$ cat config.mk
export PLATFORM = sky130hd
export DESIGN_NAME = sorted_priority_queue_top
export DESIGN_NICKNAME = d
export VERILOG_FILES = /design/src/hw/rtl/spq_pkg.sv /design/src/hw/rtl/spq_fifo.sv /design/src/hw/rtl/spq_front.sv /design/src/hw/rtl/spq_back.sv /design/src/hw/rtl/sorted_priority_queue_top.sv
export SDC_FILE = /design/constraint.sdc
export NUM_CORES = 2
export LEC_CHECK = 0
export BUFFER_PORTS_ARGS = -buffer_cell sky130_fd_sc_hd__buf_2
export CAP_MARGIN = 15
export CORE_ASPECT_RATIO = 0.6
export CORE_MARGIN = 2
export CORE_UTILIZATION = 50
export DETAILED_ROUTE_END_ITERATION = 10
export PLACE_DENSITY = 0.66
export SLEW_MARGIN = 20
export SYNTH_ARGS = -nofsm -noshare
export SYNTH_HDL_FRONTEND = slang
export SYNTH_HIERARCHICAL = 1
export SYNTH_SLANG_ARGS = --single-unit
$ cat constraint.sdc
create_clock -name clk -period 13.55 [get_ports clk]
set_input_delay 0 -clock clk [delete_from_list [all_inputs] [get_ports clk]]
set_output_delay 0 -clock clk [all_outputs]
set_load 0.05 [all_outputs]
$ cat src/hw/rtl/spq_pkg.sv
// ----------------------------------------------------------------------------
// spq_pkg
// Shared types and constants for the sorted priority queue.
// ----------------------------------------------------------------------------
package spq_pkg;

	localparam int CAPACITY    = 16;
	localparam int VALUE_WIDTH = 32;
	localparam int COUNT_W     = 5;
	localparam int INDEX_W     = $clog2(CAPACITY);
	localparam int QUEUE_DEPTH = 2;

	typedef enum logic [1:0] {
		OP_PUSH     = 2'd0,
		OP_POP      = 2'd1,
		OP_CONTAINS = 2'd2,
		OP_CLEAR    = 2'd3
	} op_t;

	typedef enum logic [1:0] {
		ST_OK    = 2'd0,
		ST_EMPTY = 2'd1,
		ST_FULL  = 2'd2
	} status_t;

	typedef struct packed {
		logic [1:0]             opcode;
		logic [VALUE_WIDTH-1:0] value;
	} item_t;

	typedef struct packed {
		logic [VALUE_WIDTH-1:0] popped_value;
		logic                   found;
		logic [1:0]             status;
		logic [COUNT_W-1:0]     entry_count;
		logic [VALUE_WIDTH-1:0] top_value;
		logic [VALUE_WIDTH-1:0] bottom_value;
		logic                   is_empty;
	} result_t;

	// decoded command handed from front to back
	typedef struct packed {
		logic                   is_push;
		logic                   is_pop;
		logic                   is_contains;
		logic                   is_clear;
		logic [VALUE_WIDTH-1:0] value;
	} cmd_t;

endpackage

$ cat src/hw/rtl/spq_fifo.sv
// ----------------------------------------------------------------------------
// spq_fifo
// Small synchronous queue with push/full and pop/empty sides.
// ----------------------------------------------------------------------------
module spq_fifo
	import spq_pkg::*;
#(
	parameter type T     = logic,
	parameter int  DEPTH = QUEUE_DEPTH
) (
	input  logic clk,
	input  logic arst_n,
	input  logic push,
	output logic full,
	input  T     wdata,
	input  logic pop,
	output logic empty,
	output T     rdata
);

	localparam int PTR_W = (DEPTH > 1) ? $clog2(DEPTH) : 1;
	localparam int CNT_W = $clog2(DEPTH + 1);

	T                 mem_q [DEPTH];
	logic [PTR_W-1:0] wr_ptr_q;
	logic [PTR_W-1:0] rd_ptr_q;
	logic [CNT_W-1:0] cnt_q;
	logic             do_push;
	logic             do_pop;

	assign full    = (cnt_q == CNT_W'(DEPTH));
	assign empty   = (cnt_q == '0);
	assign do_push = push && !full;
	assign do_pop  = pop && !empty;
	assign rdata   = mem_q[rd_ptr_q];

	always_ff @(posedge clk) begin
		if (do_push) begin
			mem_q[wr_ptr_q] <= wdata;
		end
	end

	always_ff @(posedge clk or negedge arst_n) begin
		if (!arst_n) begin
			wr_ptr_q <= '0;
			rd_ptr_q <= '0;
			cnt_q    <= '0;
		end else begin
			if (do_push) begin
				wr_ptr_q <= (wr_ptr_q == PTR_W'(DEPTH - 1)) ? '0 : wr_ptr_q + 1'b1;
			end
			if (do_pop) begin
				rd_ptr_q <= (rd_ptr_q == PTR_W'(DEPTH - 1)) ? '0 : rd_ptr_q + 1'b1;
			end
			if (do_push && !do_pop) begin
				cnt_q <= cnt_q + 1'b1;
			end else if (do_pop && !do_push) begin
				cnt_q <= cnt_q - 1'b1;
			end
		end
	end

endmodule

$ cat src/hw/rtl/spq_front.sv
// ----------------------------------------------------------------------------
// spq_front
// Accepts input items, decodes the opcode and queues commands for the back.
// ----------------------------------------------------------------------------
module spq_front
	import spq_pkg::*;
(
	input  logic  clk,
	input  logic  arst_n,
	input  logic  push,
	output logic  full,
	input  item_t item,
	output logic  cmd_valid,
	input  logic  cmd_take,
	output cmd_t  cmd
);

	cmd_t dec;
	logic cmd_empty;

	always_comb begin
		dec             = '0;
		dec.value       = item.value;
		unique case (op_t'(item.opcode))
			OP_PUSH:     dec.is_push     = 1'b1;
			OP_POP:      dec.is_pop      = 1'b1;
			OP_CONTAINS: dec.is_contains = 1'b1;
			OP_CLEAR:    dec.is_clear    = 1'b1;
			default:     dec.is_clear    = 1'b1;
		endcase
	end

	spq_fifo #(
		.T     (cmd_t),
		.DEPTH (QUEUE_DEPTH)
	) u_cmd_fifo (
		.clk    (clk),
		.arst_n (arst_n),
		.push   (push),
		.full   (full),
		.wdata  (dec),
		.pop    (cmd_take),
		.empty  (cmd_empty),
		.rdata  (cmd)
	);

	assign cmd_valid = !cmd_empty;

endmodule

$ cat src/hw/rtl/spq_back.sv
// ----------------------------------------------------------------------------
// spq_back
// Sorted entry cells with parallel compare-and-shift, plus a report stage
// that forms the result from the updated entries.
// ----------------------------------------------------------------------------
module spq_back
	import spq_pkg::*;
(
	input  logic    clk,
	input  logic    arst_n,
	input  logic    cmd_valid,
	output logic    cmd_take,
	input  cmd_t    cmd,
	output logic    res_push,
	input  logic    res_full,
	output result_t res
);

	logic [VALUE_WIDTH-1:0] entries_q [CAPACITY];
	logic [VALUE_WIDTH-1:0] entries_d [CAPACITY];
	logic [COUNT_W-1:0]     count_q;
	logic [COUNT_W-1:0]     count_d;
	logic [CAPACITY-1:0]    gt;
	logic [CAPACITY-1:0]    eq;
	logic                   push_ok;
	logic                   pop_ok;
	logic                   exec;

	logic                   pend_s1;
	logic [VALUE_WIDTH-1:0] popped_s1;
	logic                   found_s1;
	status_t                status_s1;
	logic [INDEX_W-1:0]     last_idx;

	// report stage drains into the result queue; execute may overlap it
	assign res_push = pend_s1 && !res_full;
	assign exec     = cmd_valid && (!pend_s1 || !res_full);
	assign cmd_take = exec;

	assign push_ok = cmd.is_push && (count_q != COUNT_W'(CAPACITY));
	assign pop_ok  = cmd.is_pop && (count_q != '0);

	always_comb begin
		for (int i = 0; i < CAPACITY; i++) begin
			gt[i] = (COUNT_W'(i) < count_q) && (entries_q[i] > cmd.value);
			eq[i] = (COUNT_W'(i) < count_q) && (entries_q[i] == cmd.value);
		end
	end

	// each cell keeps, takes the new value, or shifts from a neighbor
	always_comb begin
		for (int i = 0; i < CAPACITY; i++) begin
			entries_d[i] = entries_q[i];
		end
		if (push_ok) begin
			if (!gt[0]) begin
				entries_d[0] = cmd.value;
			end
			for (int i = 1; i < CAPACITY; i++) begin
				if (gt[i]) begin
					entries_d[i] = entries_q[i];
				end else if (gt[i-1]) begin
					entries_d[i] = cmd.value;
				end else begin
					entries_d[i] = entries_q[i-1];
				end
			end
		end else if (pop_ok) begin
			for (int i = 0; i < CAPACITY - 1; i++) begin
				entries_d[i] = entries_q[i+1];
			end
		end
	end

	always_comb begin
		count_d = count_q;
		if (cmd.is_clear) begin
			count_d = '0;
		end else if (push_ok) begin
			count_d = count_q + 1'b1;
		end else if (pop_ok) begin
			count_d = count_q - 1'b1;
		end
	end

	always_ff @(posedge clk) begin
		if (exec) begin
			for (int i = 0; i < CAPACITY; i++) begin
				entries_q[i] <= entries_d[i];
			end
			popped_s1 <= pop_ok ? entries_q[0] : '0;
			found_s1  <= cmd.is_contains && (|eq);
			if (cmd.is_push && !push_ok) begin
				status_s1 <= ST_FULL;
			end else if (cmd.is_pop && !pop_ok) begin
				status_s1 <= ST_EMPTY;
			end else begin
				status_s1 <= ST_OK;
			end
		end
	end

	always_ff @(posedge clk or negedge arst_n) begin
		if (!arst_n) begin
			count_q <= '0;
			pend_s1 <= 1'b0;
		end else begin
			if (exec) begin
				count_q <= count_d;
				pend_s1 <= 1'b1;
			end else if (res_push) begin
				pend_s1 <= 1'b0;
			end
		end
	end

	assign last_idx = INDEX_W'(count_q - 1'b1);

	always_comb begin
		res.popped_value = popped_s1;
		res.found        = found_s1;
		res.status       = status_s1;
		res.entry_count  = count_q;
		res.is_empty     = (count_q == '0);
		res.top_value    = (count_q == '0) ? '0 : entries_q[0];
		res.bottom_value = (count_q == '0) ? '0 : entries_q[last_idx];
	end

endmodule

$ cat src/hw/rtl/sorted_priority_queue_top.sv
// Each input item passes the command queue, back end and result queue before its
// result shows on the ports. Throughput: one item per cycle while the result
// queue has room, set by the compare-and-shift across all back-end entry cells.
// Reset clears the entry count and both queues; entry cells are not cleared
// and are only read below the count.
// ----------------------------------------------------------------------------
// sorted_priority_queue_top
// Max-priority queue kept sorted in descending order, queue-style ports.
// ----------------------------------------------------------------------------
module sorted_priority_queue_top
	import spq_pkg::*;
(
	input  logic    clk,
	input  logic    arst_n,
	input  logic    push,
	output logic    full,
	input  item_t   item,
	output logic    empty,
	input  logic    pop,
	output result_t result
);

	cmd_t    cmd;
	logic    cmd_valid;
	logic    cmd_take;
	logic    res_push;
	logic    res_full;
	result_t res;

	spq_front u_front (
		.clk       (clk),
		.arst_n    (arst_n),
		.push      (push),
		.full      (full),
		.item      (item),
		.cmd_valid (cmd_valid),
		.cmd_take  (cmd_take),
		.cmd       (cmd)
	);

	spq_back u_back (
		.clk       (clk),
		.arst_n    (arst_n),
		.cmd_valid (cmd_valid),
		.cmd_take  (cmd_take),
		.cmd       (cmd),
		.res_push  (res_push),
		.res_full  (res_full),
		.res       (res)
	);

	spq_fifo #(
		.T     (result_t),
		.DEPTH (QUEUE_DEPTH)
	) u_res_fifo (
		.clk    (clk),
		.arst_n (arst_n),
		.push   (res_push),
		.full   (res_full),
		.wdata  (res),
		.pop    (pop),
		.empty  (empty),
		.rdata  (result)
	);

	a_count_range: assert property (@(posedge clk) disable iff (!arst_n)
		!empty |-> (result.entry_count <= COUNT_W'(CAPACITY)))
		else $error("entry count beyond capacity");

	a_empty_flag: assert property (@(posedge clk) disable iff (!arst_n)
		!empty |-> (result.is_empty == (result.entry_count == '0)))
		else $error("empty flag disagrees with count");

	a_full_status: assert property (@(posedge clk) disable iff (!arst_n)
		(!empty && (result.status == ST_FULL)) |->
		(result.entry_count == COUNT_W'(CAPACITY)))
		else $error("full status with room left");

	a_empty_status: assert property (@(posedge clk) disable iff (!arst_n)
		(!empty && (result.status == ST_EMPTY)) |->
		(result.is_empty && (result.popped_value == '0)))
		else $error("empty status on a non-empty queue");

	a_found_held: assert property (@(posedge clk) disable iff (!arst_n)
		(!empty && result.found) |-> !result.is_empty)
		else $error("value found in an empty queue");

endmodule

==> results <==
- The total of warnings raised by yosys is 6.
- By count the netlist is led by sky130_fd_sc_hd__edfxtp_1 (829), sky130_fd_sc_hd__nand2_1 (657), sky130_fd_sc_hd__ha_1 (517), sky130_fd_sc_hd__nand3_1 (371), sky130_fd_sc_hd__o211ai_1 (342).
- After detailed routing, the average wire length per cell comes to 26.5 µm.
- The tool flagged a number of max-cap violations equal to 0.
- Ranked by total cell area, the synthesized netlist is headed by sky130_fd_sc_hd__edfxtp_1 (44%), sky130_fd_sc_hd__ha_1 (11%), sky130_fd_sc_hd__mux4_2 (5.1%).
- The critical path start-end classification is flip-flop to flip-flop.
- Averaged over all synthesized cells, the footprint is 11.0 µm².
- The number of register bits inferred by synthesis is 843.
- The synthesized design devotes to its leading area cell type 44.1% of total area.
- Setup repair after global routing left no endpoint under its margin.
- The category of the worst setup path capture point is a flip-flop.
- The filler cell count is 9,596.
- The final net count is 5,703.
- The worst setup skew after layout is 0.0369 ns.
- The count of final max-slew check failures was 0.
- The global-route congestion overflow total is 0.
- The launch instance of the worst min-delay path is item[19].
- The die covers 0.116 mm².
- The chip width is 438 µm.
- The number of sinks driven by the clock tree is 843.
- The number of nets with antenna violations after routing is 0.
- Data on the critical path is required at its endpoint by 13.91 ns.
- The number of setup violations in the final report is 0.
- The final hold violation count is 0.
- The number of distinct library cells after synthesis is 82.
- The die is 264 µm tall.
- After clock tree synthesis, the clock-pin slew on the worst setup and hold paths is 0.06 ns.
- The flow ran to the end, and the final reports show no timing, DRC or antenna violations.
- The estimated wirelength of the detail-placed design is 126,000 µm.
- Among all flip-flop cells after synthesis, the most frequent one is sky130_fd_sc_hd__edfxtp_1.
- The floorplan has 95 rows.
- The category of the worst setup path launch point is a flip-flop.
- The initial antenna violation count came to 3.
- The cell occurring most often along the worst timing path is sky130_fd_sc_hd__buf_4.
- The maximum level of the CTS H-tree is 3.
- Summed over all instances, the cell type with the most area after synthesis is sky130_fd_sc_hd__edfxtp_1.
- The net count after synthesis is 5,703.
- Input and output buffers added on the ports amount to 144.
- The startpoint identified for the worst register-to-register timing path is u_front/u_cmd_fifo/rd_ptr_q.
- For this run, design rule violations remaining after detail routing come to 0.
- The weighted congestion at the end of routability-driven global placement is 0.988.
- For this run, the detailed router's first-pass iteration total came to 6.
- STA puts the critical path data arrival time at 6.32 ns.
- After routing, the total negative slack on setup checks comes to 0 ns.
- Counting flops with a built-in enable in the synthesized netlist gives 829.
- The post-CTS setup buffer count is 0.
- In the synthesized netlist the async set-or-reset flop fraction comes to 1.66%.
- The global-route wire length before repair is 269,000 µm.
- The largest buffer count on any clock path is 3.
- The post-route netlist has 14.5% of its cells at a drive strength greater than 1.
- For this block, the initial DRC count from the detailed router was 6,186.
- The transition time at the pin with the least slew margin is 1.35 ns.
- The critical path starts at u_front/u_cmd_fifo/rd_ptr_q.
- TritonCTS built the clock tree.
- The largest net degree at the start of global routing is 221.
- For this run, the slowest stage of the critical path takes 1.09 ns.
- The worst path uses 44.0% of the clock period.
- In this run the count of I/O pins placed on the die edge is 145.
- The via density per instance is 6.67.
- Walking the worst path, the cells encountered are buf_4 -> mux2_4 -> inv_1 -> buf_4 -> ha_1 -> nand4_1 -> nor4_1 -> nand3_1 -> nand2_1 -> a31oi_4 -> buf_4 -> a21oi_4 -> buf_4.
- For this run, the register share of the synthesized area comes to 44.7%.
- The placeable core region is 0.112 mm².
- The master of the slowest instance on the critical path is sky130_fd_sc_hd__nor4_1.
- In the global route stage, overall resource usage came out at 30.4%.
- The area of the mapped netlist is 0.0564 mm².
- The total routed wirelength is 178,000 µm.
- The later-pin clock latency in the skew report is 0.72 ns.
- Of all nets on the critical path, the largest fanout is 35.
- Summing over every cut layer, the via total after detailed routing is 44.8k.
- The path class of the tightest hold or removal check is input port to flip-flop.
- In the post-synthesis netlist, the cell with the most instances is sky130_fd_sc_hd__edfxtp_1.
- The via count of the first global-routing pass is 42.0k.
- From synthesis to final layout, the design area changed by 9.46%.
- The number of buffers added by the clock tree synthesis step is 85.
- The max-slew headroom at the worst pin is 9.27%.
- The initial cell density of the core is 50.4%.
- The clock period could shrink to 5.96 ns.
- The cell count after synthesis is 5,148.
- Derived from the worst setup path, the maximum achievable clock frequency is 168 MHz.
- The CTS root buffer is sky130_fd_sc_hd__clkbuf_16.
metal layers:
metal  wire (µm)  global-route usage (%)
met4        4730                    8.42
met5          20                       0
met1       78800                    46.9
met2       72900                    41.9
met3       21500                    7.38
flip-flops by register name (all words and copies together) (netlist names):
name and count:
u_back/count_q 5, u_back/entries_q 512, u_back/found_s1 1, u_back/pend_s1 1, u_back/popped_s1 32, u_back/status_s1 2, u_front/u_cmd_fifo/cnt_q 2, u_front/u_cmd_fifo/mem_q 72
u_front/u_cmd_fifo/rd_ptr_q 1, u_front/u_cmd_fifo/wr_ptr_q 1, u_res_fifo/cnt_q 2, u_res_fifo/mem_q 210, u_res_fifo/rd_ptr_q 1, u_res_fifo/wr_ptr_q 1
repair_timing:
action,CTS,global route
hold endpoints to repair,92,0
resized for setup,0,0
hold buffers,49,0
endpoints found under the setup margin,0,0
cell families after synthesis:
logic type      after synthesis  synth area share, %
compound gates             1008                 12.2
xor+xnor                     12                0.186
fa+ha+maj                   517                 11.5
buf+inv                     499                 4.23
flops                       843                 44.7
mux                         366                 10.4
simple gates               1903                 16.8
metrics by stage:
stage / instance area, µm² / utilization (%) / hold slack, ns / setup slack (ns) / std cells
4_1_cts: 61600 / 55.1 / 0.000242 / 7.69 / 6718
3_5_place_dp: 58300 / 52.0 / 0.0443 / 7.71 / 6511
5_1_grt: 61800 / 55.2 / 0.0131 / 7.29 / 6722
6_report: 61800 / 55.2 / 0.0317 / 7.59 / 6723
2_1_floorplan: 56400 / - / -0.296 / 7.45 / 5148
3_3_place_gp: 58200 / 52.0 / 0.0349 / 7.88 / 6511
cell type report:
type	instances	area (µm²)	area share, %
Inverter	111	417	0.675
Timing Repair Buffer	301	2150	3.48
Tap cell	1503	1880	3.04
Clock inverter	52	599	0.970
Multi-Input combinational cell	3806	29200	47.2
Sequential cell	843	25300	40.9
Antenna cell	1	2.50	0.00405
Clock buffer	106	2290	3.71
cell usage in the layout (no fill, tap or decap), types with 35 or more instances in the layout:
cell	count
sky130_fd_sc_hd__mux2_2	75
sky130_fd_sc_hd__a21oi_1	210
sky130_fd_sc_hd__clkbuf_16	89
sky130_fd_sc_hd__and2_1	40
sky130_fd_sc_hd__nand3_1	371
sky130_fd_sc_hd__inv_1	107
sky130_fd_sc_hd__nor2b_1	54
sky130_fd_sc_hd__dlygate4sd3_1	48
sky130_fd_sc_hd__nand2_1	656
sky130_fd_sc_hd__and3_1	158
sky130_fd_sc_hd__a211oi_1	70
sky130_fd_sc_hd__mux4_2	128
sky130_fd_sc_hd__mux2i_1	65
sky130_fd_sc_hd__buf_4	101
sky130_fd_sc_hd__or3_1	128
sky130_fd_sc_hd__nor3_1	149
sky130_fd_sc_hd__nor2_1	98
sky130_fd_sc_hd__o22ai_1	35
sky130_fd_sc_hd__buf_2	144
sky130_fd_sc_hd__nand2b_1	35
sky130_fd_sc_hd__nand4_1	131
sky130_fd_sc_hd__edfxtp_1	829
sky130_fd_sc_hd__o21ai_0	90
sky130_fd_sc_hd__ha_1	516
sky130_fd_sc_hd__o31ai_1	37
sky130_fd_sc_hd__mux2_4	98
sky130_fd_sc_hd__a21o_1	93
sky130_fd_sc_hd__o211ai_1	342
critical path, delay by kind of cell (launching register included):
kind	cells	cell delay, ns
adder cells (fa/ha/maj)	1	0.21
multiplexers	1	0.37
buffers and inverters	5	1.73
flip-flops	1	0.39
AND/OR/NAND/NOR	4	2.02
AO/OA/AOI/OAI	2	0.86
path summary, 6_finish.rpt:
check,to,slack (ns),depth (start not counted)
min in group asynchronous,u_front/u_cmd_fifo/cnt_q[1],0.30,4
min,u_front/u_cmd_fifo/mem_q[1][19],0.03,2
max reg2reg,u_back/entries_q[14][12],7.59,13
max in group asynchronous,u_back/count_q[0],13.06,4
min reg2reg,u_res_fifo/mem_q[0][88],0.43,0
max,u_back/entries_q[14][12],7.59,13
Power is not shown: default switching activity piles up to over one toggle a cycle in this logic, so the estimate is an artifact.
